### src/vnls_pkg.sv
package vnls_pkg;

	// Fixed field widths.
	localparam int POS_BITS  = 5;
	localparam int EXT_BITS  = 6;
	localparam int DIM_BITS  = 2;
	localparam int CNT_BITS  = 5;

	// Default sizes for the top-level parameters.
	localparam int SIDE_DEF       = 32;
	localparam int LABEL_BITS_DEF = 16;

	// Longest list of distinct neighbor labels: 18 face and edge neighbors in 3D.
	localparam int MAX_FOUND = 18;

	// Configuration port.
	localparam int ADDR_BITS = 4;
	localparam int DATA_BITS = 32;

	// Register indexes, taken from paddr[3:2].
	localparam logic [1:0] REG_DIMENSIONS = 2'd0;
	localparam logic [1:0] REG_EXTENT_X   = 2'd1;
	localparam logic [1:0] REG_EXTENT_Y   = 2'd2;
	localparam logic [1:0] REG_EXTENT_Z   = 2'd3;

	// Dimension code that selects the plane window.
	localparam logic [DIM_BITS-1:0] DIM_FLAT = 2'd2;
	// Dimension code that selects the cube window; it is also the reset value.
	localparam logic [DIM_BITS-1:0] DIM_CUBE = 2'd3;

	// Function codes of an input transaction.
	localparam logic FUNC_WRITE = 1'b0;
	localparam logic FUNC_QUERY = 1'b1;

	// Control broadcast to every cell of the sorting chain.
	typedef struct packed {
		logic clear;
		logic shift;
	} cell_ctrl_t;

endpackage

### src/vnls_cell.sv
module vnls_cell #(
	parameter int W = 16
) (
	input  logic                 clk,
	input  logic                 arst_n,
	input  vnls_pkg::cell_ctrl_t ctrl,
	input  logic                 in_vld,
	input  logic [W-1:0]         in_val,
	input  logic                 right_vld,
	input  logic [W-1:0]         right_val,
	output logic                 held_vld,
	output logic [W-1:0]         held_val,
	output logic                 pass_vld,
	output logic [W-1:0]         pass_val
);

	logic         held_vld_q;
	logic [W-1:0] held_q;
	logic         pass_vld_q;
	logic [W-1:0] pass_q;

	// Valid flags: a cell fills once, a duplicate dies here, a larger value moves on.
	always_ff @(posedge clk or negedge arst_n) begin
		if (!arst_n) begin
			held_vld_q <= 1'b0;
			pass_vld_q <= 1'b0;
		end else if (ctrl.clear) begin
			held_vld_q <= 1'b0;
			pass_vld_q <= 1'b0;
		end else if (ctrl.shift) begin
			held_vld_q <= right_vld;
			pass_vld_q <= 1'b0;
		end else if (in_vld) begin
			held_vld_q <= 1'b1;
			pass_vld_q <= held_vld_q && (in_val != held_q);
		end else begin
			pass_vld_q <= 1'b0;
		end
	end

	// Values: keep the smaller of held and incoming, hand the larger to the right.
	always_ff @(posedge clk) begin
		if (ctrl.shift) begin
			held_q <= right_val;
		end else if (in_vld) begin
			if (!held_vld_q) begin
				held_q <= in_val;
			end else if (in_val < held_q) begin
				held_q <= in_val;
				pass_q <= held_q;
			end else begin
				pass_q <= in_val;
			end
		end
	end

	assign held_vld = held_vld_q;
	assign held_val = held_q;
	assign pass_vld = pass_vld_q;
	assign pass_val = pass_q;

endmodule

### config.mk
export PLATFORM = sky130hd
export DESIGN_NAME = vnls_cell
export DESIGN_NICKNAME = d
export VERILOG_FILES = /design/src/vnls_pkg.sv /design/src/vnls_cell.sv
export SDC_FILE = /design/constraint.sdc
export NUM_CORES = 1
export LEC_CHECK = 0
export BUFFER_PORTS_ARGS = -buffer_cell sky130_fd_sc_hd__buf_2
export CAP_MARGIN = 20
export CORE_MARGIN = 5
export CORE_UTILIZATION = 35
export CTS_BUF_LIST = sky130_fd_sc_hd__clkbuf_8
export DETAILED_ROUTE_END_ITERATION = 16
export GPL_ROUTABILITY_DRIVEN = 0
export PLACE_DENSITY_LB_ADDON = 0.1
export SLEW_MARGIN = 5
export SYNTH_ARGS = -nofsm -noshare
export SYNTH_HDL_FRONTEND = slang
export SYNTH_SLANG_ARGS = --single-unit
export TNS_END_PERCENT = 1
### constraint.sdc
create_clock -name clk -period 3.86 [get_ports clk]
set_clock_uncertainty 0.05 [all_clocks]
set_input_delay 0.193 -clock clk [delete_from_list [all_inputs] [get_ports clk]]
set_output_delay 0.193 -clock clk [all_outputs]
set_load 0.01 [all_outputs]
==> impl_metrics.json, run 1 <==
{
  "path_cells": "inv_1, ha_1, nand4_2, nor3_2, a21boi_1, or4_4, a31oi_2, buf_4",
  "grt_pass1_wl_um": 7110,
  "hold_violations": 0,
  "row_count": 27,
  "vdd.ir_drop.worst_mv": 0.150,
  "outcome": "finished, final reports clean",
  "pre_repair_dr_iteration_count": 3,
  "synth-simple-area-share_pct": 6.15,
  "yosys.area_share.adder_pct": 10.5,
  "post_cts.repair.setup_buffers": 0,
  "worstReg2RegStart": "held_val[15]$_DFFE_PP_",
  "vias_per_cell": 4.55,
  "synth-compound-area-share_pct": 5.10,
  "cpLargestDelayFamily": "simple AND/OR/NAND/NOR gates",
  "routed_wire_length_per_instance_um": 14.8,
  "worst_skew_pair.late_latency_ns": 0.28,
  "area_of_the_core_um2": 5410,
  "synth_xor_area_share_pct": 0,
  "per_instance_average_area_after_synthesis_um2": 14.3,
  "dp_hpwl_um": 3310,
  "yosys.area.top_type_share_pct": 50.3,
  "fillerInstances": 553,
  "cts.clk_slew.worst_paths_ns": 0.07,
  "power.total_uw": 908,
  "worst-endpoint-arrival_ns": 3.00,
  "number_of_instances_in_the_placed_design": 275,
  "grt_antenna_before_repair": 0,
  "final_count_of_negative_setup_slack_endpoints": 0,
  "final_worst_path_setup_slack_ns": 0.794,
  "cts.sinks": 34,
  "detail_route.wirelength_um": 4190,
  "tightest_slew_ns": 0.660,
  "netlist_instances": 134,
  "cp-start-kind": "flop",
  "hold_depth": 2,
  "place_worst_setup_slack_ns": 0.723,
  "yosysTopAreaCell": "sky130_fd_sc_hd__edfxtp_1",
  "drtAntennaViolNets": 0,
  "maximum_number_of_pins_on_one_net_before_global_route_repair": 23,
  "hold_slack_ns": 0.0564,
  "fin_nets": 265,
  "cts_made_buffers": 5,
  "criticalPathCategory": "reg2reg",
  "post-route-cell-area_um2": 2430,
  "antenna_cells_inserted": 0,
  "cap_violations": 0,
  "yosys.cell_types.count": 28,
  "setup.worst_path.end_class": "flop",
  "synth_seq_cells": 34,
  "crit_fanout": 17,
  "synth-seq-area-share_pct": 52.9,
  "cp.buffers_inverters": 2,
  "fp.dieH_um": 83.9,
  "synthToLayoutAreaGrowth_pct": 27.1,
  "timing.hold.worst.class": "in2reg",
  "unrepaired_setup_endpoints_after_global_routing": "false",
  "boundaryPins": 72,
  "number_of_enable_type_register_cells_in_the_synthesized_netlist": 32,
  "crit-reg2reg-capture": "held_val[11]$_DFFE_PP_",
  "rrSetupSlack_ns": 0.79,
  "r2r_cells": 8,
  "final.setup.tns_ns": 0,
  "numPortBuffers": 71,
  "post-route-util_pct": 45.0,
  "cts_root_buf": "sky130_fd_sc_hd__clkbuf_8",
  "required_time_of_the_critical_path_ns": 3.80,
  "max_freq_mhz": 326,
  "floorplan.die.width_um": 83.9,
  "effective_utilization_at_floorplan_pct": 35.4,
  "timing.final.crit_share_pct": 79.4,
  "power_leakage_nw": 1.13,
  "first_global_vias": 1474,
  "post_dp_cell_area_um2": 2340,
  "combinational_family_with_the_most_area_after_synthesis": "multiplexers",
  "synth_top_cells_by_area": "sky130_fd_sc_hd__edfxtp_1 (50%), sky130_fd_sc_hd__mux2_2 (13%), sky130_fd_sc_hd__ha_1 (10%), sky130_fd_sc_hd__mux2_4 (7.1%), sky130_fd_sc_hd__inv_1 (3.3%)",
  "finish.cell_count_without_fillers": 284,
  "tritoncts": "done",
  "postSynth.asyncResetShare_pct": 5.88,
  "global_route.overflow_total": 0,
  "route.vias.total": 1291,
  "syn-cell-area_um2": 1910,
  "max-clock-path-buffers": 2,
  "layout-drive-gt1-share_pct": 54.7,
  "critPathSlowestCell": "sky130_fd_sc_hd__or4_4",
  "worst_slew_margin_rel_pct": 55.9,
  "synth_fp_nets": 188,
  "die_area_um2": 7040,
  "power_per_cell_area_nw_per_um2": 374,
  "timing.final.crit_period_ns": 3.07,
  "min_delay_worst_endpoint": "pass_vld$_DFF_PN0_",
  "min-delay-start": "ctrl[1]",
  "synth_warnings": 0,
  "synth_top_flop_cell": "sky130_fd_sc_hd__edfxtp_1",
  "muxShareOfSynthArea_pct": 20.0,
  "clock_tree.htree_level_count": 2,
  "cpPeakStageDelay_ns": 0.70,
  "final_max_slew_viols": 0,
  "grtUsageTotal_pct": 12.6,
  "post-route-drc-count": 0,
  "drt_first_iter_violations": 35
}
## worst reg2reg max path: cells and delay by family (launching register included)
kind | cells | cell delay [ns]
flip-flops | 1 | 0.41
AND/OR/NAND/NOR | 3 | 0.91
adder cells (fa/ha/maj) | 1 | 0.25
buffers and inverters | 2 | 0.39
AO/OA/AOI/OAI | 2 | 0.77
## registers in the layout (all words and copies together), names as in the netlist
name	flops
held_vld	1
held_val	16
pass_val	16
pass_vld	1
## power by group
group | switching, mW | total, mW | internal, mW
clock | 0.120 | 0.240 | 0.120
sequential | 0.0144 | 0.454 | 0.440
combinational | 0.101 | 0.213 | 0.112
## metal layers
| metal | up-vias | routed length [um] | part of all wire (%) | GRT usage [%] |
|---|---|---|---|---|
| li1 | 653 | - | - | - |
| met5 | - | 0 | 0 | 0 |
| met2 | 44 | 2100 | 50 | 21.9 |
| met4 | 0 | 42 | 1.0 | 3.65 |
| met3 | 5 | 281 | 6.7 | 4.05 |
| met1 | 589 | 1760 | 42 | 14.8 |
## cells in the final DEF (no fill, tap or decap)
cell and count:
sky130_fd_sc_hd__edfxtp_1 32, sky130_fd_sc_hd__mux2_4 9, sky130_fd_sc_hd__nand4_1 1, sky130_fd_sc_hd__nor3_1 2, sky130_fd_sc_hd__dlygate4sd3_1 1, sky130_fd_sc_hd__or4_4 1, sky130_fd_sc_hd__a21boi_1 1, sky130_fd_sc_hd__nor2b_4 1
sky130_fd_sc_hd__buf_2 71, sky130_fd_sc_hd__o21ai_0 2, sky130_fd_sc_hd__o211ai_2 1, sky130_fd_sc_hd__a21oi_1 6, sky130_fd_sc_hd__a21o_1 2, sky130_fd_sc_hd__ha_1 16, sky130_fd_sc_hd__a31oi_2 1, sky130_fd_sc_hd__and4_1 1
sky130_fd_sc_hd__nor3_2 1, sky130_fd_sc_hd__a2111oi_0 1, sky130_fd_sc_hd__a211oi_1 1, sky130_fd_sc_hd__dfrtp_1 2, sky130_fd_sc_hd__nand4_2 2, sky130_fd_sc_hd__nor2_1 3, sky130_fd_sc_hd__buf_4 2, sky130_fd_sc_hd__mux2_2 22
sky130_fd_sc_hd__nand3_1 2, sky130_fd_sc_hd__nand2_1 3, sky130_fd_sc_hd__clkbuf_8 5, sky130_fd_sc_hd__inv_1 20
## worst max-delay path by stage
stage	slack [ns]	cells after the start	end	start
floorplan	0.68	9	held_val[0]$_DFFE_PP_	held_val[15]$_DFFE_PP_
global placement	0.83	8	held_val[9]$_DFFE_PP_	held_val[15]$_DFFE_PP_
detailed placement	0.72	8	held_val[12]$_DFFE_PP_	held_val[15]$_DFFE_PP_
CTS	0.71	8	held_val[10]$_DFFE_PP_	held_val[15]$_DFFE_PP_
global route	0.61	8	held_val[11]$_DFFE_PP_	held_val[15]$_DFFE_PP_
finish	0.79	8	held_val[11]$_DFFE_PP_	held_val[15]$_DFFE_PP_
## kinds of logic (layout without fill, tap and decap cells)
kind of cell,Yosys count,count (layout)
DFF,34,34
muxes,31,31
buffers and inverters,21,99
and+or+nand+nor,17,17
adders and majority gates,16,16
AOI/OAI and AO/OA,15,15
## cells in the mapped netlist, types with 2 or more instances
master,instances
sky130_fd_sc_hd__a21o_1,2
sky130_fd_sc_hd__a21oi_1,6
sky130_fd_sc_hd__dfrtp_1,2
sky130_fd_sc_hd__edfxtp_1,32
sky130_fd_sc_hd__ha_1,16
sky130_fd_sc_hd__inv_1,17
sky130_fd_sc_hd__mux2_2,22
sky130_fd_sc_hd__mux2_4,9
sky130_fd_sc_hd__nand2_1,3
sky130_fd_sc_hd__nand3_1,2
sky130_fd_sc_hd__nand4_2,2
sky130_fd_sc_hd__nor2_1,3
sky130_fd_sc_hd__nor3_1,2
sky130_fd_sc_hd__o21ai_0,2
## what timing repair did
item | CTS | global route
hold endpoints to repair | 2 | 0
hold buffers | 1 | 0
gates resized for setup | 0 | 0
## final cells by class
class                   instances  area, um2  area share [%]
flip-flops and latches         34       1010            41.6
multi-input cells              79        805            33.1
repair buffers                 74        380            15.7
well taps                      72       90.1            3.71
clock buffers                   5       68.8            2.83
inverters                      17       63.8            2.63
clock inverters                 3       11.3           0.463
(Power assumes the default switching activity.)
==> run 2, diff against run 1 <==
==> constraint.sdc (replaced) <==
create_clock -name clk -period 2.6 [get_ports clk]
set_clock_uncertainty 0.05 [all_clocks]
set_input_delay 0.13 -clock clk [delete_from_list [all_inputs] [get_ports clk]]
set_output_delay 0.13 -clock clk [all_outputs]
set_load 0.01 [all_outputs]
==> run 2 against run 1 <==
Effect of this change:
- worst hold slack better by 0.0036 ns
- combinational power rose by 64%
- clock power grew 47%
- total power grew 52%
- flip-flop and latch count unchanged
- cell area is 3.4% higher
- non-clock buffer count up 8
- sequential power rose by 49%
- critical path type unchanged
- largest power group unchanged
==> impl_metrics.json, run 2 (synthesis results as in run 1) <==
{
  "fillerInstances": 533,
  "clock_tree.htree_level_count": 2,
  "post-route-drc-count": 0,
  "floorplan.die.width_um": 83.9,
  "setup.worst_path.end_class": "flop",
  "grt_pass1_wl_um": 6910,
  "final.setup.tns_ns": 0,
  "finish.cell_count_without_fillers": 291,
  "synthToLayoutAreaGrowth_pct": 31.4,
  "cts_made_buffers": 5,
  "route.vias.total": 1360,
  "grt_antenna_before_repair": 0,
  "number_of_instances_in_the_placed_design": 278,
  "cap_violations": 0,
  "detail_route.wirelength_um": 4300,
  "routed_wire_length_per_instance_um": 14.8,
  "post_cts_resize_count": 0,
  "worst-endpoint-arrival_ns": 2.42,
  "cp-start-kind": "flop",
  "layout_commonest_cell": "sky130_fd_sc_hd__buf_2",
  "tightest_slew_ns": 0.520,
  "criticalPathCategory": "reg2reg",
  "final_worst_path_setup_slack_ns": 0.158,
  "cts.clk_slew.worst_paths_ns": 0.07,
  "first_global_vias": 1417,
  "effective_utilization_at_floorplan_pct": 35.4,
  "final_count_of_negative_setup_slack_endpoints": 0,
  "global_route.overflow_total": 0,
  "area_of_the_core_um2": 5410,
  "multiInputGateArea_um2": 828,
  "vias_per_cell": 4.67,
  "crit_fanout": 7,
  "power_leakage_nw": 1.17,
  "grtUsageTotal_pct": 12.5,
  "cts_root_buf": "sky130_fd_sc_hd__clkbuf_8",
  "row_count": 27,
  "post-route-cell-area_um2": 2510,
  "critPathSlowestCell": "sky130_fd_sc_hd__or4_4",
  "drtAntennaViolNets": 0,
  "timing.final.crit_period_ns": 2.44,
  "max-clock-path-buffers": 2,
  "worst_skew_pair.late_latency_ns": 0.28,
  "cpPeakStageDelay_ns": 0.61,
  "final_max_slew_viols": 0,
  "place_worst_setup_slack_ns": 0.0765,
  "drt_first_iter_violations": 21,
  "post_dp_cell_area_um2": 2390,
  "layout-drive-gt1-share_pct": 57.1,
  "seqCellArea_um2": 1010,
  "worst_slew_margin_rel_pct": 65.3,
  "vdd.ir_drop.worst_mv": 0.246,
  "timing.final.crit_share_pct": 93.9,
  "path_cells": "inv_1, ha_1, nand4_2, nor3_2, a21boi_1, or4_4, buf_4, mux2_4",
  "fp.dieH_um": 83.9,
  "tritoncts": "done",
  "dp_hpwl_um": 3430,
  "maximum_number_of_pins_on_one_net_before_global_route_repair": 23,
  "boundaryPins": 72,
  "die_area_um2": 7040,
  "layout.cells.most_common_list": "sky130_fd_sc_hd__buf_2 (71), sky130_fd_sc_hd__edfxtp_1 (32), sky130_fd_sc_hd__mux2_2 (22)",
  "max_freq_mhz": 409,
  "power_per_cell_area_nw_per_um2": 549,
  "fin_nets": 273,
  "unrepaired_setup_endpoints_after_global_routing": "false",
  "cts.sinks": 34,
  "outcome": "finished, final reports clean",
  "required_time_of_the_critical_path_ns": 2.58,
  "numPortBuffers": 71,
  "hold_violations": 0,
  "pre_repair_dr_iteration_count": 2,
  "post-route-util_pct": 46.5,
  "timing.hold.worst.class": "in2reg",
  "antenna_cells_inserted": 0
}
[run 2: worst max-delay path, delay by kind of cell, from the launching register on]
family                   cells  cell delay (ns)
multiplexers                 1             0.29
flip-flops                   1             0.42
adder cells (fa/ha/maj)      1             0.25
buffers and inverters        2             0.26
AND/OR/NAND/NOR              3             0.80
AO/OA/AOI/OAI                1             0.12
[run 2: power breakdown]
part           internal [mW]  switching (mW)  leakage [nW]
clock                  0.176           0.178        0.0466
combinational          0.191           0.158         0.784
sequential             0.653          0.0221         0.334
total                   1.02           0.358          1.17
[run 2: stage by stage]
step	total power, mW	hold slack, ns
after global placement	1.02	-0.135
after CTS	1.39	0.0551
after floorplan	0.918	-0.216
final	1.38	0.0600
after detailed placement	1.03	-0.127
after global routing	1.46	0.0701
[run 2: final timing paths]
kind | from | cells past startpoint | end | slack [ns]
worst max-delay path | held_val[11]$_DFFE_PP_ | 8 | pass_val[6]$_DFFE_PP_ | 0.16
worst min-delay path | right_vld | 3 | held_vld$_DFFE_PN0P_ | 0.06
worst max register to register | held_val[11]$_DFFE_PP_ | 8 | pass_val[6]$_DFFE_PP_ | 0.16
worst min register to register | held_val[13]$_DFFE_PP_ | 1 | pass_val[13]$_DFFE_PP_ | 0.56
max in group asynchronous | arst_n | 2 | held_vld$_DFFE_PN0P_ | 2.28
min in group asynchronous | arst_n | 2 | pass_vld$_DFF_PN0_ | 0.12
[run 2: cell type report]
cell class | instances | area share [%]
clock buffers | 5 | 2.74
clock inverters | 2 | 0.299
inverters | 17 | 2.54
multi-input cells | 79 | 33.0
flip-flops and latches | 34 | 40.2
well taps | 72 | 3.59
repair buffers | 82 | 17.6
[run 2: timing repair]
item | CTS | global route
setup endpoints to repair | 0 | 5
endpoints found under the hold margin | 4 | 0
hold buffers | 2 | 0
buffers inserted | 0 | 4
[run 2: per-layer routing]
layer,track usage [%],vias up,wire length (um)
li1,-,670,-
met1,14.8,642,1850
met2,21.1,42,2120
met3,4.34,6,264
met4,4.39,0,65
met5,0,-,0
